==> src/rtl/mfli_pkg.sv <==
`default_nettype none
// ----------------------------------------------------------------------------
// mfli_pkg
// Shared types and constants of the menu file line indexer: character codes,
// line and scan codes, microcode word layout and step addresses.
// ----------------------------------------------------------------------------
package mfli_pkg;

    localparam logic [7:0] CH_HASH  = 8'h23;
    localparam logic [7:0] CH_ONE   = 8'h31;
    localparam logic [7:0] CH_TWO   = 8'h32;
    localparam logic [7:0] CH_CR    = 8'h0D;
    localparam logic [7:0] CH_LF    = 8'h0A;
    localparam logic [7:0] CH_SPACE = 8'h20;

    localparam int CAP_DEPTH = 32;
    localparam int CAP_AW    = 5;

    localparam logic [1:0] LT_MENU   = 2'd0;
    localparam logic [1:0] LT_SLEEP  = 2'd1;
    localparam logic [1:0] LT_COLOR  = 2'd2;
    localparam logic [1:0] LT_IGNORE = 2'd3;

    localparam logic [1:0] MODE_NORMAL  = 2'd0;
    localparam logic [1:0] MODE_SWALLOW = 2'd1;
    localparam logic [1:0] MODE_STOPPED = 2'd2;

    localparam logic [1:0] EMIT_NONE  = 2'd0;
    localparam logic [1:0] EMIT_ENTRY = 2'd1;
    localparam logic [1:0] EMIT_CHAR  = 2'd2;

    localparam logic [2:0] COND_NEVER   = 3'd0;
    localparam logic [2:0] COND_ALWAYS  = 3'd1;
    localparam logic [2:0] COND_NOFIN   = 3'd2;
    localparam logic [2:0] COND_MENU    = 3'd3;
    localparam logic [2:0] COND_NOCHARS = 3'd4;
    localparam logic [2:0] COND_MORE    = 3'd5;

    localparam logic [2:0] UPC_FETCH  = 3'd0;
    localparam logic [2:0] UPC_DECODE = 3'd1;
    localparam logic [2:0] UPC_LINE   = 3'd2;
    localparam logic [2:0] UPC_CHECK  = 3'd3;
    localparam logic [2:0] UPC_DREAD  = 3'd4;
    localparam logic [2:0] UPC_DEMIT  = 3'd5;
    localparam logic [2:0] UPC_END    = 3'd6;
    localparam logic [2:0] UPC_ENTRY  = 3'd7;

    typedef struct packed {
        logic       accept;
        logic       wait_out;
        logic [1:0] emit;
        logic       scan;
        logic       newline;
        logic       rd;
        logic       kclr;
        logic [2:0] cond;
        logic [2:0] target;
    } t_uword;

    typedef struct packed {
        logic finish;
        logic menu;
        logic nochars;
        logic more;
        logic out_free;
    } t_flags;

    typedef struct packed {
        logic        kind;
        logic [3:0]  entry_number;
        logic [15:0] entry_offset;
        logic [15:0] entry_size;
        logic        param_id;
        logic [4:0]  char_position;
        logic [7:0]  char_value;
        logic        run_end;
    } t_result;

endpackage
`default_nettype wire

==> src/rtl/mfli_useq.sv <==
`default_nettype none
// ----------------------------------------------------------------------------
// mfli_useq
// Microcode sequencer: step counter, control store and conditional jumps.
// Action bits of the control word are masked while the step is stalled.
// ----------------------------------------------------------------------------
module mfli_useq
    import mfli_pkg::*;
(
    input  wire logic   i_clk,
    input  wire logic   i_rst_n,
    input  wire logic   i_in_valid,
    input  wire t_flags i_flags,
    output t_uword      o_ctl,
    output logic        o_ready
);

    function automatic t_uword rom(input logic [2:0] a);
        t_uword w;
        w = '0;
        case (a)
            UPC_FETCH: begin
                w.accept = 1'b1;
                w.cond   = COND_NEVER;
            end
            UPC_DECODE: begin
                w.scan   = 1'b1;
                w.cond   = COND_NOFIN;
                w.target = UPC_FETCH;
            end
            UPC_LINE: begin
                w.cond   = COND_MENU;
                w.target = UPC_ENTRY;
            end
            UPC_CHECK: begin
                w.kclr   = 1'b1;
                w.cond   = COND_NOCHARS;
                w.target = UPC_END;
            end
            UPC_DREAD: begin
                w.rd   = 1'b1;
                w.cond = COND_NEVER;
            end
            UPC_DEMIT: begin
                w.wait_out = 1'b1;
                w.emit     = EMIT_CHAR;
                w.cond     = COND_MORE;
                w.target   = UPC_DREAD;
            end
            UPC_END: begin
                w.newline = 1'b1;
                w.cond    = COND_ALWAYS;
                w.target  = UPC_FETCH;
            end
            UPC_ENTRY: begin
                w.wait_out = 1'b1;
                w.emit     = EMIT_ENTRY;
                w.cond     = COND_ALWAYS;
                w.target   = UPC_END;
            end
            default: begin
                w.cond   = COND_ALWAYS;
                w.target = UPC_FETCH;
            end
        endcase
        return w;
    endfunction

    logic [2:0] r_upc;
    logic [2:0] n_upc;
    t_uword     c_word;
    logic       c_go;
    logic       c_take;

    assign c_word = rom(r_upc);
    assign c_go   = !(c_word.accept && !i_in_valid) && !(c_word.wait_out && !i_flags.out_free);

    always_comb begin
        case (c_word.cond)
            COND_NEVER:   c_take = 1'b0;
            COND_ALWAYS:  c_take = 1'b1;
            COND_NOFIN:   c_take = !i_flags.finish;
            COND_MENU:    c_take = i_flags.menu;
            COND_NOCHARS: c_take = i_flags.nochars;
            COND_MORE:    c_take = i_flags.more;
            default:      c_take = 1'b0;
        endcase
    end

    always_comb begin
        n_upc = r_upc;
        if (c_go) begin
            n_upc = c_take ? c_word.target : r_upc + 3'd1;
        end
    end

    always_ff @(posedge i_clk) begin
        if (!i_rst_n) begin
            r_upc <= UPC_FETCH;
        end else begin
            r_upc <= n_upc;
        end
    end

    always_comb begin
        o_ctl = c_word;
        if (!c_go) begin
            o_ctl.accept  = 1'b0;
            o_ctl.emit    = EMIT_NONE;
            o_ctl.scan    = 1'b0;
            o_ctl.newline = 1'b0;
            o_ctl.rd      = 1'b0;
            o_ctl.kclr    = 1'b0;
        end
    end

    assign o_ready = c_word.accept;

`ifndef SYNTHESIS
    a_ready_only_fetch: assert property (@(posedge i_clk) disable iff (!i_rst_n)
        o_ready |-> r_upc == UPC_FETCH)
        else $error("ready outside the fetch step");
    a_emit_after_wait: assert property (@(posedge i_clk) disable iff (!i_rst_n)
        o_ctl.emit != EMIT_NONE |-> i_flags.out_free)
        else $error("result issued into a busy output register");
    a_fetch_follows_end: assert property (@(posedge i_clk) disable iff (!i_rst_n)
        (r_upc == UPC_END) |=> r_upc == UPC_FETCH)
        else $error("end step not followed by fetch");
`endif

endmodule
`default_nettype wire

==> src/rtl/mfli_dpath.sv <==
`default_nettype none
// ----------------------------------------------------------------------------
// mfli_dpath
// Datapath: line and capture state, capture buffer memory, output register.
// Each action bit of the control word triggers one operation on the registers.
// ----------------------------------------------------------------------------
module mfli_dpath
    import mfli_pkg::*;
#(
    parameter int MAX_ENTRIES = 16,
    parameter int SLEEP_LEN   = 4,
    parameter int COLOR_LEN   = 32
) (
    input  wire logic       i_clk,
    input  wire logic       i_rst_n,
    input  wire t_uword     i_ctl,
    input  wire logic [7:0] i_byte,
    input  wire logic       i_fin,
    input  wire logic       i_out_ready,
    output t_flags          o_flags,
    output logic            o_out_valid,
    output t_result         o_out
);

    logic [7:0]        r_byte;
    logic              r_fin;
    logic [15:0]       r_off;
    logic [15:0]       r_lbeg;
    logic [15:0]       r_lcnt;
    logic [4:0]        r_nent;
    logic [1:0]        r_lt;
    logic [1:0]        r_mode;
    logic              r_open;
    logic [CAP_AW-1:0] r_cnt;
    logic [CAP_AW-1:0] r_k;
    logic [7:0]        r_rdata;
    logic              r_ovalid;
    t_result           r_out;
    t_result           n_out;
    logic [7:0]        r_mem [CAP_DEPTH];

    logic              c_finish;
    logic              c_cap_line;
    logic [CAP_AW-1:0] c_limit;
    logic [CAP_AW:0]   c_knext;
    logic              c_do_scan;
    logic              c_store;

    assign c_finish   = (r_mode == MODE_SWALLOW) || (r_mode == MODE_NORMAL && r_byte == CH_LF);
    assign c_cap_line = (r_lt == LT_SLEEP) || (r_lt == LT_COLOR);
    assign c_limit    = (r_lt == LT_SLEEP) ? CAP_AW'(SLEEP_LEN - 1) : CAP_AW'(COLOR_LEN - 1);
    assign c_knext    = {1'b0, r_k} + (CAP_AW+1)'(1);
    assign c_do_scan  = i_ctl.scan && !c_finish;
    assign c_store    = c_do_scan && r_mode == MODE_NORMAL && r_byte != CH_CR
                        && r_lcnt >= 16'd3 && r_open && c_cap_line
                        && !(r_byte inside {CH_HASH, CH_SPACE} || r_cnt >= c_limit);

    assign o_flags.finish   = c_finish;
    assign o_flags.menu     = (r_lt == LT_MENU);
    assign o_flags.nochars  = !c_cap_line || r_cnt == '0;
    assign o_flags.more     = c_knext < {1'b0, r_cnt};
    assign o_flags.out_free = !r_ovalid || i_out_ready;

    always_ff @(posedge i_clk) begin
        if (c_store) begin
            r_mem[r_cnt] <= r_byte;
        end
        if (i_ctl.rd) begin
            r_rdata <= r_mem[r_k];
        end
        if (i_ctl.accept) begin
            r_byte <= i_byte;
            r_fin  <= i_fin;
        end
    end

    always_ff @(posedge i_clk) begin
        if (!i_rst_n) begin
            r_off  <= '0;
            r_lbeg <= '0;
            r_lcnt <= '0;
            r_nent <= 5'd1;
            r_lt   <= LT_MENU;
            r_mode <= MODE_NORMAL;
            r_open <= 1'b0;
            r_cnt  <= '0;
            r_k    <= '0;
        end else if ((c_do_scan || i_ctl.newline) && r_fin) begin
            // drop all file state after the last byte
            r_off  <= '0;
            r_lbeg <= '0;
            r_lcnt <= '0;
            r_nent <= 5'd1;
            r_lt   <= LT_MENU;
            r_mode <= MODE_NORMAL;
            r_open <= 1'b0;
            r_cnt  <= '0;
        end else begin
            if (c_do_scan) begin
                if (r_mode == MODE_NORMAL) begin
                    if (r_byte == CH_CR) begin
                        r_mode <= MODE_SWALLOW;
                    end else begin
                        if (r_lcnt == 16'd0 && r_byte == CH_HASH) begin
                            r_lt <= LT_IGNORE;
                        end else if (r_lcnt == 16'd1 && r_lt == LT_IGNORE) begin
                            if (r_byte == CH_ONE) begin
                                r_lt   <= LT_SLEEP;
                                r_open <= 1'b1;
                            end else if (r_byte == CH_TWO) begin
                                r_lt   <= LT_COLOR;
                                r_open <= 1'b1;
                            end
                        end else if (r_lcnt >= 16'd3 && r_open && c_cap_line) begin
                            if (c_store) begin
                                r_cnt <= r_cnt + CAP_AW'(1);
                            end else begin
                                r_open <= 1'b0;
                            end
                        end
                        if (r_lcnt != 16'hFFFF) begin
                            r_lcnt <= r_lcnt + 16'd1;
                        end
                    end
                end
                r_off <= r_off + 16'd1;
            end
            if (i_ctl.newline) begin
                r_lbeg <= r_off + 16'd1;
                r_lcnt <= '0;
                r_lt   <= LT_MENU;
                r_open <= 1'b0;
                r_cnt  <= '0;
                r_mode <= (r_nent >= 5'(MAX_ENTRIES)) ? MODE_STOPPED : MODE_NORMAL;
                r_off  <= r_off + 16'd1;
            end
            if (i_ctl.emit == EMIT_ENTRY) begin
                r_nent <= r_nent + 5'd1;
            end
            if (i_ctl.kclr) begin
                r_k <= '0;
            end else if (i_ctl.emit == EMIT_CHAR) begin
                r_k <= c_knext[CAP_AW-1:0];
            end
        end
    end

    always_ff @(posedge i_clk) begin
        if (!i_rst_n) begin
            r_ovalid <= 1'b0;
        end else if (i_ctl.emit != EMIT_NONE) begin
            r_ovalid <= 1'b1;
        end else if (i_out_ready) begin
            r_ovalid <= 1'b0;
        end
    end

    always_comb begin
        n_out = r_out;
        case (i_ctl.emit)
            EMIT_ENTRY: begin
                n_out              = '0;
                n_out.entry_number = r_nent[3:0];
                n_out.entry_offset = r_lbeg;
                n_out.entry_size   = r_lcnt;
                n_out.run_end      = 1'b1;
            end
            EMIT_CHAR: begin
                n_out               = '0;
                n_out.kind          = 1'b1;
                n_out.param_id      = r_lt[1];
                n_out.char_position = r_k;
                n_out.char_value    = r_rdata;
                n_out.run_end       = (c_knext == {1'b0, r_cnt});
            end
            default: begin
                n_out = r_out;
            end
        endcase
    end

    always_ff @(posedge i_clk) begin
        r_out <= n_out;
    end

    assign o_out_valid = r_ovalid;
    assign o_out       = r_out;

`ifndef SYNTHESIS
    a_stop_at_limit: assert property (@(posedge i_clk) disable iff (!i_rst_n)
        r_mode == MODE_STOPPED |-> r_nent >= 5'(MAX_ENTRIES))
        else $error("stopped below the entry limit");
    a_count_in_limit: assert property (@(posedge i_clk) disable iff (!i_rst_n)
        r_cnt <= CAP_AW'(COLOR_LEN - 1) || r_cnt <= CAP_AW'(SLEEP_LEN - 1))
        else $error("capture count beyond limit");
    a_drain_in_range: assert property (@(posedge i_clk) disable iff (!i_rst_n)
        i_ctl.emit == EMIT_CHAR |-> r_k < r_cnt)
        else $error("drain index past capture count");
`endif

endmodule
`default_nettype wire

==> src/rtl/menu_file_line_indexer_unit.sv <==
`default_nettype none
// ----------------------------------------------------------------------------
// menu_file_line_indexer_unit
// Splits a menu text file into lines, reports entry records and captured
// parameter characters.
// ----------------------------------------------------------------------------
// A microcode sequencer steps a small datapath through each byte. A body
// byte or a CR passes the fetch and decode steps. A byte that closes a
// line goes on through the line step, then the entry step for an entry line
// or the check step for an ignored, sleep or color line, then the end step.
// The capture buffer memory is read once per captured character, in a read
// step before the character is sent; output backpressure can stall the entry
// and character sends. Results are held in an output register, one per
// transfer, with tlast on the last result caused by a byte. No clearing pass is needed after reset.
// ----------------------------------------------------------------------------
module menu_file_line_indexer_unit
    import mfli_pkg::*;
#(
    parameter int MAX_ENTRIES = 16,
    parameter int SLEEP_LEN   = 4,
    parameter int COLOR_LEN   = 32
) (
    input  wire logic        i_clk,
    input  wire logic        i_rst_n,
    input  wire logic        i_s_axis_tvalid,
    output logic             o_s_axis_tready,
    input  wire logic [7:0]  i_s_axis_tdata,   // data_byte
    input  wire logic        i_s_axis_tlast,   // final_byte
    output logic             o_m_axis_tvalid,
    input  wire logic        i_m_axis_tready,
    // entry_number[3:0], entry_offset[19:4], entry_size[35:20],
    // char_position[40:36], char_value[48:41], zeros above
    output logic [55:0]      o_m_axis_tdata,
    output logic [1:0]       o_m_axis_tuser,   // kind[0], param_id[1]
    output logic             o_m_axis_tlast    // run_end
);

    t_uword  w_ctl;
    t_flags  w_flags;
    t_result w_res;
    logic    w_ready;

    mfli_useq u_useq (
        .i_clk      (i_clk),
        .i_rst_n    (i_rst_n),
        .i_in_valid (i_s_axis_tvalid),
        .i_flags    (w_flags),
        .o_ctl      (w_ctl),
        .o_ready    (w_ready)
    );

    mfli_dpath #(
        .MAX_ENTRIES (MAX_ENTRIES),
        .SLEEP_LEN   (SLEEP_LEN),
        .COLOR_LEN   (COLOR_LEN)
    ) u_dpath (
        .i_clk       (i_clk),
        .i_rst_n     (i_rst_n),
        .i_ctl       (w_ctl),
        .i_byte      (i_s_axis_tdata),
        .i_fin       (i_s_axis_tlast),
        .i_out_ready (i_m_axis_tready),
        .o_flags     (w_flags),
        .o_out_valid (o_m_axis_tvalid),
        .o_out       (w_res)
    );

    assign o_s_axis_tready = w_ready;
    assign o_m_axis_tdata  = {7'd0, w_res.char_value, w_res.char_position,
                              w_res.entry_size, w_res.entry_offset, w_res.entry_number};
    assign o_m_axis_tuser  = {w_res.param_id, w_res.kind};
    assign o_m_axis_tlast  = w_res.run_end;

endmodule
`default_nettype wire
==> config.mk <==
export PLATFORM = sky130hd
export DESIGN_NAME = menu_file_line_indexer_unit
export DESIGN_NICKNAME = d
export VERILOG_FILES = /design/src/rtl/mfli_pkg.sv /design/src/rtl/mfli_useq.sv /design/src/rtl/mfli_dpath.sv /design/src/rtl/menu_file_line_indexer_unit.sv
export SDC_FILE = /design/constraint.sdc
export NUM_CORES = 1
export LEC_CHECK = 0
export BUFFER_PORTS_ARGS = -buffer_cell sky130_fd_sc_hd__buf_2
export CORE_MARGIN = 5
export CORE_UTILIZATION = 40
export CTS_BUF_LIST = sky130_fd_sc_hd__clkbuf_8 sky130_fd_sc_hd__clkbuf_16
export DETAILED_ROUTE_END_ITERATION = 16
export MAX_ROUTING_LAYER = met4
export PLACE_DENSITY = 0.56
export SYNTH_ARGS = -nofsm -noshare
export SYNTH_HDL_FRONTEND = slang
export SYNTH_SLANG_ARGS = --single-unit
==> constraint.sdc <==
create_clock -name i_clk -period 9.9 [get_ports i_clk]
set_input_delay 0.99 -clock i_clk [delete_from_list [all_inputs] [get_ports i_clk]]
set_output_delay 0.99 -clock i_clk [all_outputs]
set_load 0.1 [all_outputs]
* Word level (Yosys, flattened, before mapping) *
Memories as Yosys holds them, arrays and structs flattened. A register that Yosys moved wholly into a read port is not among the register bits.
Cells that the tools add are included.

word-level totals
  flip-flop bits (word level) = 133
  memory bits (writable) = 256
  input port bits = 13
  output and inout bits = 61
  word-level logic and storage cells = 160
  memories = 1

memory list
  name           depth  width  rd ports  clocked after Yosys merged registers in  wr ports  line              RTL
  u_dpath.r_mem  32     8      1         1                                        1         mfli_dpath.sv:40  logic [7:0] r_mem [CAP_DEPTH];

cells by class
  add/sub/neg operators = 6
  $lt $le $gt $ge = 4
  equality and inequality tests = 30
  muxes and demuxes = 36
  bitwise gates (word level) = 5
  reductions and logical operators = 57

operators by type and width
  cell                                                                count
  one-hot mux 52 bit (2 select lines)                                 1
  adder 16 x 1 -> 16 bit, second input constant                       2
  equality test 8 x 6 -> 1 bit, second input constant                 4
  2-to-1 mux 16 bit                                                   2
  nonzero test 2 bit                                                  10
  equality test 3 bit, second input constant                          6
  2-to-1 mux 2 bit                                                    9
  one-hot mux 3 bit (6 select lines)                                  1
  equality test 16 x 1 -> 1 bit, second input constant                1
  equality test 8 x 4 -> 1 bit, second input constant                 2
  greater-or-equal comparator 16 x 2 -> 1 bit, second input constant  1
  logical AND 1 bit                                                   16
  zero test 16 bit                                                    1
  != test 16 bit, second input constant                               1
  2-to-1 mux 1 bit                                                    15
  2-to-1 mux 5 bit                                                    3
  AND reduction 7 bit                                                 2
  equality test 3 x 2 -> 1 bit, second input constant                 4
  adder 5 x 1 -> 5 bit, second input constant                         2
  one-hot mux 3 bit (3 select lines)                                  1
  zero test 1 bit                                                     8
  != test 8 x 4 -> 1 bit, second input constant                       1
  OR reduction 2 bit                                                  4
  adder 5 x 1 -> 6 bit, second input constant                         1
  other kinds (25)                                                    40

* Depth between registers and ports, before layout *
  word-level depth = 17
  gate-level depth with buffers = 11
  gate-level depth less buffers = 10

* By module *
A second synthesis with hierarchy kept.

second synthesis, totals
  cells, all modules = 1064
  area, all modules = 16592.2 um^2

by module, submodules not included
  module                       instances  cells each  area each (um^2)
  mfli_dpath                   1          985         15950.3
  mfli_useq                    1          71          585.6
  menu_file_line_indexer_unit  1          8           56.3

* Worst setup path before layout *
Ideal clock, no wire load.

  kind = input port to flip-flop
  from = input i_m_axis_tready
  to = register u_dpath.r_out (netlist bit u_dpath.o_out[0]), enable pin
  library setup time = 0.409 ns
  arrival = 2.929 ns
  required time = 9.491 ns
  slack = 6.562 ns
  cell stages on the path = 4
  path buffers = 0
  path through = nor2b_1 > a21oi_1 > nand2_1 > ha_1

between the ends
  longest elaborated chain between the ends = 8
  elaborated cells between the ends (all ways) = 9

ends and longest elaborated chain
  item                                                                        line                               RTL
  start, declared                                                             menu_file_line_indexer_unit.sv:30  input wire logic i_m_axis_tready,
  logical OR 1 bit *                                                          mfli_dpath.sv:62                   assign o_flags.out_free = !r_ovalid || i_out_ready;
  zero test 1 bit *                                                           mfli_useq.sv:76                    assign c_go = !(c_word.accept && !i_in_valid) && !(c_word.wait_out && !i_flags.out_free);
  logical AND 1 bit *                                                         mfli_useq.sv:76
  zero test 1 bit *                                                           mfli_useq.sv:76
  logical AND 1 bit *                                                         mfli_useq.sv:76
  2-to-1 mux 6 bit *                                                          mfli_useq.sv:107                   if (!c_go) begin
  equality test 2 bit / equality test 2 x 1 -> 1 bit (equally long branches)  mfli_dpath.sv:160                  case (i_ctl.emit)
  nonzero test 2 bit (no source line) *                                       n/a
  end signal, assigned                                                        mfli_dpath.sv:183                  r_out <= n_out;
  end, declared                                                               mfli_dpath.sv:38                   t_result r_out;

Mark *: on every way between the ends. The rest lies on a longest branch, timed or not.
A chain may end at the register's enable or synchronous reset.

* Final worst setup path *
  from = register u_useq.r_upc[0]
  to = memory u_dpath.r_mem[24][3], enable pin

between the ends
  longest elaborated chain between the ends = 15
  elaborated cells between the ends (all ways) = 22

ends and longest elaborated chain
  item                                                                           line              RTL
  start, declared                                                                mfli_useq.sv:69   logic [2:0] r_upc;
  start signal, assigned                                                         mfli_useq.sv:101  r_upc <= n_upc;
  equality test 3 bit / zero test 3 bit (equally long branches)                  mfli_useq.sv:21   case (a)
  one-hot mux 3 bit (2 select lines) / 2-to-1 mux 1 bit (equally long branches)  mfli_useq.sv:21
  logical AND 1 bit                                                              mfli_useq.sv:76
  zero test 1 bit                                                                mfli_useq.sv:76
  logical AND 1 bit                                                              mfli_useq.sv:76
  2-to-1 mux 6 bit *                                                             mfli_useq.sv:107
  logical AND 1 bit *                                                            mfli_dpath.sv:53  assign c_do_scan = i_ctl.scan && !c_finish;
  logical AND 1 bit * (2 in series)                                              mfli_dpath.sv:54  assign c_store = c_do_scan && r_mode == MODE_NORMAL && r_byte != CH_CR
  logical AND 1 bit * (3 in series)                                              mfli_dpath.sv:55  && r_lcnt >= 16'd3 && r_open && c_cap_line
  logical AND 1 bit *                                                            mfli_dpath.sv:56  && !(r_byte inside {CH_HASH, CH_SPACE} || r_cnt >= c_limit);
  2-to-1 mux 1 bit *                                                             mfli_dpath.sv:65  if (c_store) begin
  2-to-1 mux 1 bit (implied by the code) *                                       mfli_dpath.sv:66  r_mem[r_cnt] <= r_byte;
  end, declared                                                                  mfli_dpath.sv:40

Marked as above.

==> run_results.csv <==
group,metric,value,unit
floorplanning,die_area,45600,um2
critical_path,worstSetupPathType,"flop to flop",
route,firstDrtPassIters,4,
placement,dp_cells,1604,
yosys,ys.flop_type,"edfxtp_1",
sta,tns,0,ps
sta,slew_headroom,17.7,%
route,num_vias,8963,
yosys,synth_edf_count,325,
run_status,status,"finished clean",
placement,port_buffers,66,
clock_network,cts_tree,"yes",
pwr,fin_total_pwr,0.00449,W
critical_path,cp_top_family,"simple AND/OR/NAND/NOR gates",
critical_path,slowest_stage,"nor2_1",
sta,fmax,268,MHz
yosys,synth_cells,1039,
yosys,yosysTopAreaCell,"edfxtp_1",
worst_hold_path,hold_depth,2,
sta,min_period_over_period,37.7,%
sta,clock_skew,15.7,ps
pwr,p_seq_share,46.0,%
critical_path,slowest_delay,760,ps
route,drc,0,
floorplanning,die_h,214,um
critical_path,crit_fanout,10,
pwr,p_int,0.00316,W
global_routing,first_global_vias,8892,
clock_network,root_buffer,"clkbuf_16",
clock_network,hold_buffers,0,
route,wl_per_cell,21.4,um
cells_and_area,syn2layout_area_growth,13.4,%
worst_hold_path,hold_end,"u_dpath.r_lbeg[1]",
sta,period_minus_slack,3730,ps
critical_path,crit_chain,"inv_1, ha_1, nor3b_1, a211oi_2, nor4b_2, o211a_1, nand2_1, nor2_1",
route,routed_wl,35.9,mm
route,detail-route-antenna-nets,0,
critical_path,path_depth,8,
critical_path,r2r_end,"u_dpath.r_mem[24][3]",
floorplanning,pin_count,74,
yosys,ys_top_cells_by_area,"edfxtp_1, mux4_2, dfxtp_1, ha_1, nor2_1",
floorplanning,start_util,40.5,%
pwr,p_sw,0.00133,W
yosys,yosysTopAreaCellShare,58.9,%
cells_and_area,diodes,0,
pwr,swShare,29.7,%
clock_network,htree_levels,2,
sta,slew_violations,0,
clock_network,cts_buffers,42,
pwr,power.density,239,nW/um2
global_routing,grtUsageTotal,16.3,%
critical_path,reg2reg_from,"u_useq.r_upc[0]",
yosys,yosys_warnings,0,
clock_network,clkTransAtPathRegs,60,ps
sta,hold_viol_final,0,
clock_network,insertion_delay,560,ps
worst_hold_path,min_path_type,"flop to flop",
placement,globalplace.congestion,0.845,
pwr,pwr-share-comb,18.9,%
job,drv_cap,0,
yosys,synth_area,16600,um2
worst_hold_path,min_from,"u_dpath.r_lbeg[1]",
clock_network,cts_resized,0,
yosys,ys_types,68,
critical_path,critPathBufInv,1,
floorplanning,coreArea,40900,um2
cells_and_area,drive_gt1_share,22.3,%
sta,rsz0062_at_grt,"no",
pwr,p_leak,6.12,nW
global_routing,grt_pass1_wl,54.8,mm
cells_and_area,nNetsFinal,1161,
cells_and_area,stdcell_count,1676,
critical_path,setup.worst_path.start,"u_useq.r_upc[0]",
route,avgViaCountPerCell,5.35,
yosys,postSynthAreaPerCell,16.0,um2
critical_path,endpoint_kind,"flop",
critical_path,critPathArrivalTime,3910,ps
global_routing,grt_max_degree,69,
clock_network,cts.sink_count,397,
floorplanning,rows,74,
cells_and_area,final_util,45.9,%
floorplanning,die-width,214,um
sta,final-setup-viol-count,0,
pwr,irDropWorstVdd,0.000106,V
yosys,yosysSeqAreaShare,67.6,%
critical_path,ff2ff_setup_slack,6170,ps
route,dr.first_iter.drc_count,784,
critical_path,start_kind,"flop",
pwr,power_frac_clock,35.0,%
yosys,synthArstFlopShare,0,%
global_routing,antenna_found_initial,1,
clock_network,cts_setup_buffers,0,
clock_network,clockBufferDepth,3,
critical_path,rr_worst_depth,8,
yosys,ys_seq_elements,397,
sta,tightest_slew,1230,ps
placement,dp_hpwl,22.8,mm
critical_path,critPathRequiredTime,10070,ps
global_routing,gr-total-overflow,0,
-- cell families after synthesis --
kind of cell / share of synthesized area, %
compound gates: 4.01
flops: 67.6
simple gates: 9.28
mux: 11.9
xor+xnor: 2.54
buf+inv: 2.31
fa+ha+maj: 2.41
other cells: 0.0226
-- worst register-to-register path, delay by kind of cell, from the launching register on --
| family | cells | cell delay, ps |
|---|---|---|
| compound gates | 2 | 630 |
| buf+inv | 1 | 190 |
| flops | 1 | 510 |
| simple gates | 4 | 1740 |
| fa+ha+maj | 1 | 280 |
-- how the worst max path moves through the flow --
stage                                 to  slack [ps]
global placement          u_dpath.r_k[3]        6080
floorplan               u_dpath.o_out[0]        6560
CTS                 u_dpath.r_mem[24][5]        6110
finish              u_dpath.r_mem[24][3]        6170
detailed placement        u_dpath.r_k[3]        5970
global route        u_dpath.r_mem[12][2]        5860
-- state kept, by name, summed over array words and instances, names as in the netlist --
register / flops
u_dpath.r_rdata: 8
u_dpath.r_open: 1
u_dpath.r_cnt: 5
u_dpath.r_k: 5
u_useq.r_upc: 3
u_dpath.r_lcnt: 16
u_dpath.r_off: 16
u_dpath.r_byte: 8
u_dpath.r_lt: 2
u_dpath.r_mode: 2
u_dpath.r_fin: 1
u_dpath.o_out: 52
u_dpath.r_nent: 5
u_dpath.r_mem: 256
u_dpath.o_out_valid: 1
u_dpath.r_lbeg: 16
-- synth_stat cells (3+ instances only) --
cell and instances:
mux2_2 10, buf_4 8, nand4_1 13, buf_6 6, ha_1 32, a21oi_2 7, nand2_1 47, mux2i_1 4
o21ai_0 7, nor3_1 16, clkbuf_1 25, or4_1 3, a211oi_1 17, buf_1 4, dfxtp_1 72, a22oi_1 3
edfxtp_1 325, o31ai_1 3, buf_2 9, mux4_2 80, nor4_1 8, inv_1 27, nand3_1 27, nor2b_1 34
and2_1 16, a21o_1 4, xor2_1 22, xnor2_1 26, and3_1 11, a21oi_1 14, and4_1 4, nor2_1 105
-- power by group through the flow --
stage / clock network [W] / logic, W / registers (W)
after floorplan: 0 / 0.000380 / 0.00233
after global placement: 0 / 0.000861 / 0.00210
after detailed placement: 0 / 0.000865 / 0.00210
after CTS: 0.00162 / 0.000864 / 0.00207
after global routing: 0.00169 / 0.000912 / 0.00208
final: 0.00157 / 0.000849 / 0.00207
-- routing by layer --
layer | vias to the layer above | routed length (um) | part of all wire [%] | track usage [%]
met5 | - | 0 | 0 | -
met4 | 0 | 700 | 2.0 | 4.63
met1 | 4524 | 16000 | 45 | 22.6
li1 | 4129 | - | - | -
met2 | 264 | 17000 | 47 | 25.2
met3 | 46 | 2210 | 6.2 | 2.96
-- cell usage in the layout, fill, tap and decap left out, types with 3 or more instances in the layout --
master | synthesis | final
xor2_1 | 22 | 22
mux2i_1 | 4 | 4
inv_1 | 27 | 33
clkbuf_16 | 0 | 45
nand3_1 | 27 | 27
o31ai_1 | 3 | 3
nor4_1 | 8 | 8
edfxtp_1 | 325 | 325
ha_1 | 32 | 30
a22oi_1 | 3 | 3
dfxtp_1 | 72 | 70
mux2_2 | 10 | 10
and2_1 | 16 | 16
a21o_1 | 4 | 4
bufinv_16 | 0 | 5
nand4_1 | 13 | 13
clkinv_2 | 0 | 9
and3_1 | 11 | 11
buf_4 | 8 | 13
nor3_1 | 16 | 16
nor2b_1 | 34 | 34
nand2_1 | 47 | 47
a21oi_1 | 14 | 14
xnor2_1 | 26 | 26
clkinv_1 | 0 | 5
or4_1 | 3 | 3
and4_1 | 4 | 4
buf_2 | 9 | 66
a21oi_2 | 7 | 7
nor2_1 | 105 | 105
conb_1 | 1 | 7
o21ai_0 | 7 | 7
a211oi_1 | 17 | 17
mux4_2 | 80 | 80
-- layout make-up --
class | instances | area (um2)
repair buffers | 79 | 428
inverters | 27 | 101
clock inverters | 27 | 253
flip-flops and latches | 397 | 11200
clock buffers | 45 | 1130
fillers | 3599 | 22100
multi-input cells | 569 | 5020
well taps | 532 | 666
-- through the flow --
stage,instance area [um2],hold slack (ps),worst slack [ps]
floorplan,16600,432,6560
global route,18800,472,5860
finish,18800,452,6170
global placement,17400,448,6080
CTS,18800,457,6110
detailed placement,17400,449,5970
Note: power is estimated with default switching activity, not from simulation.
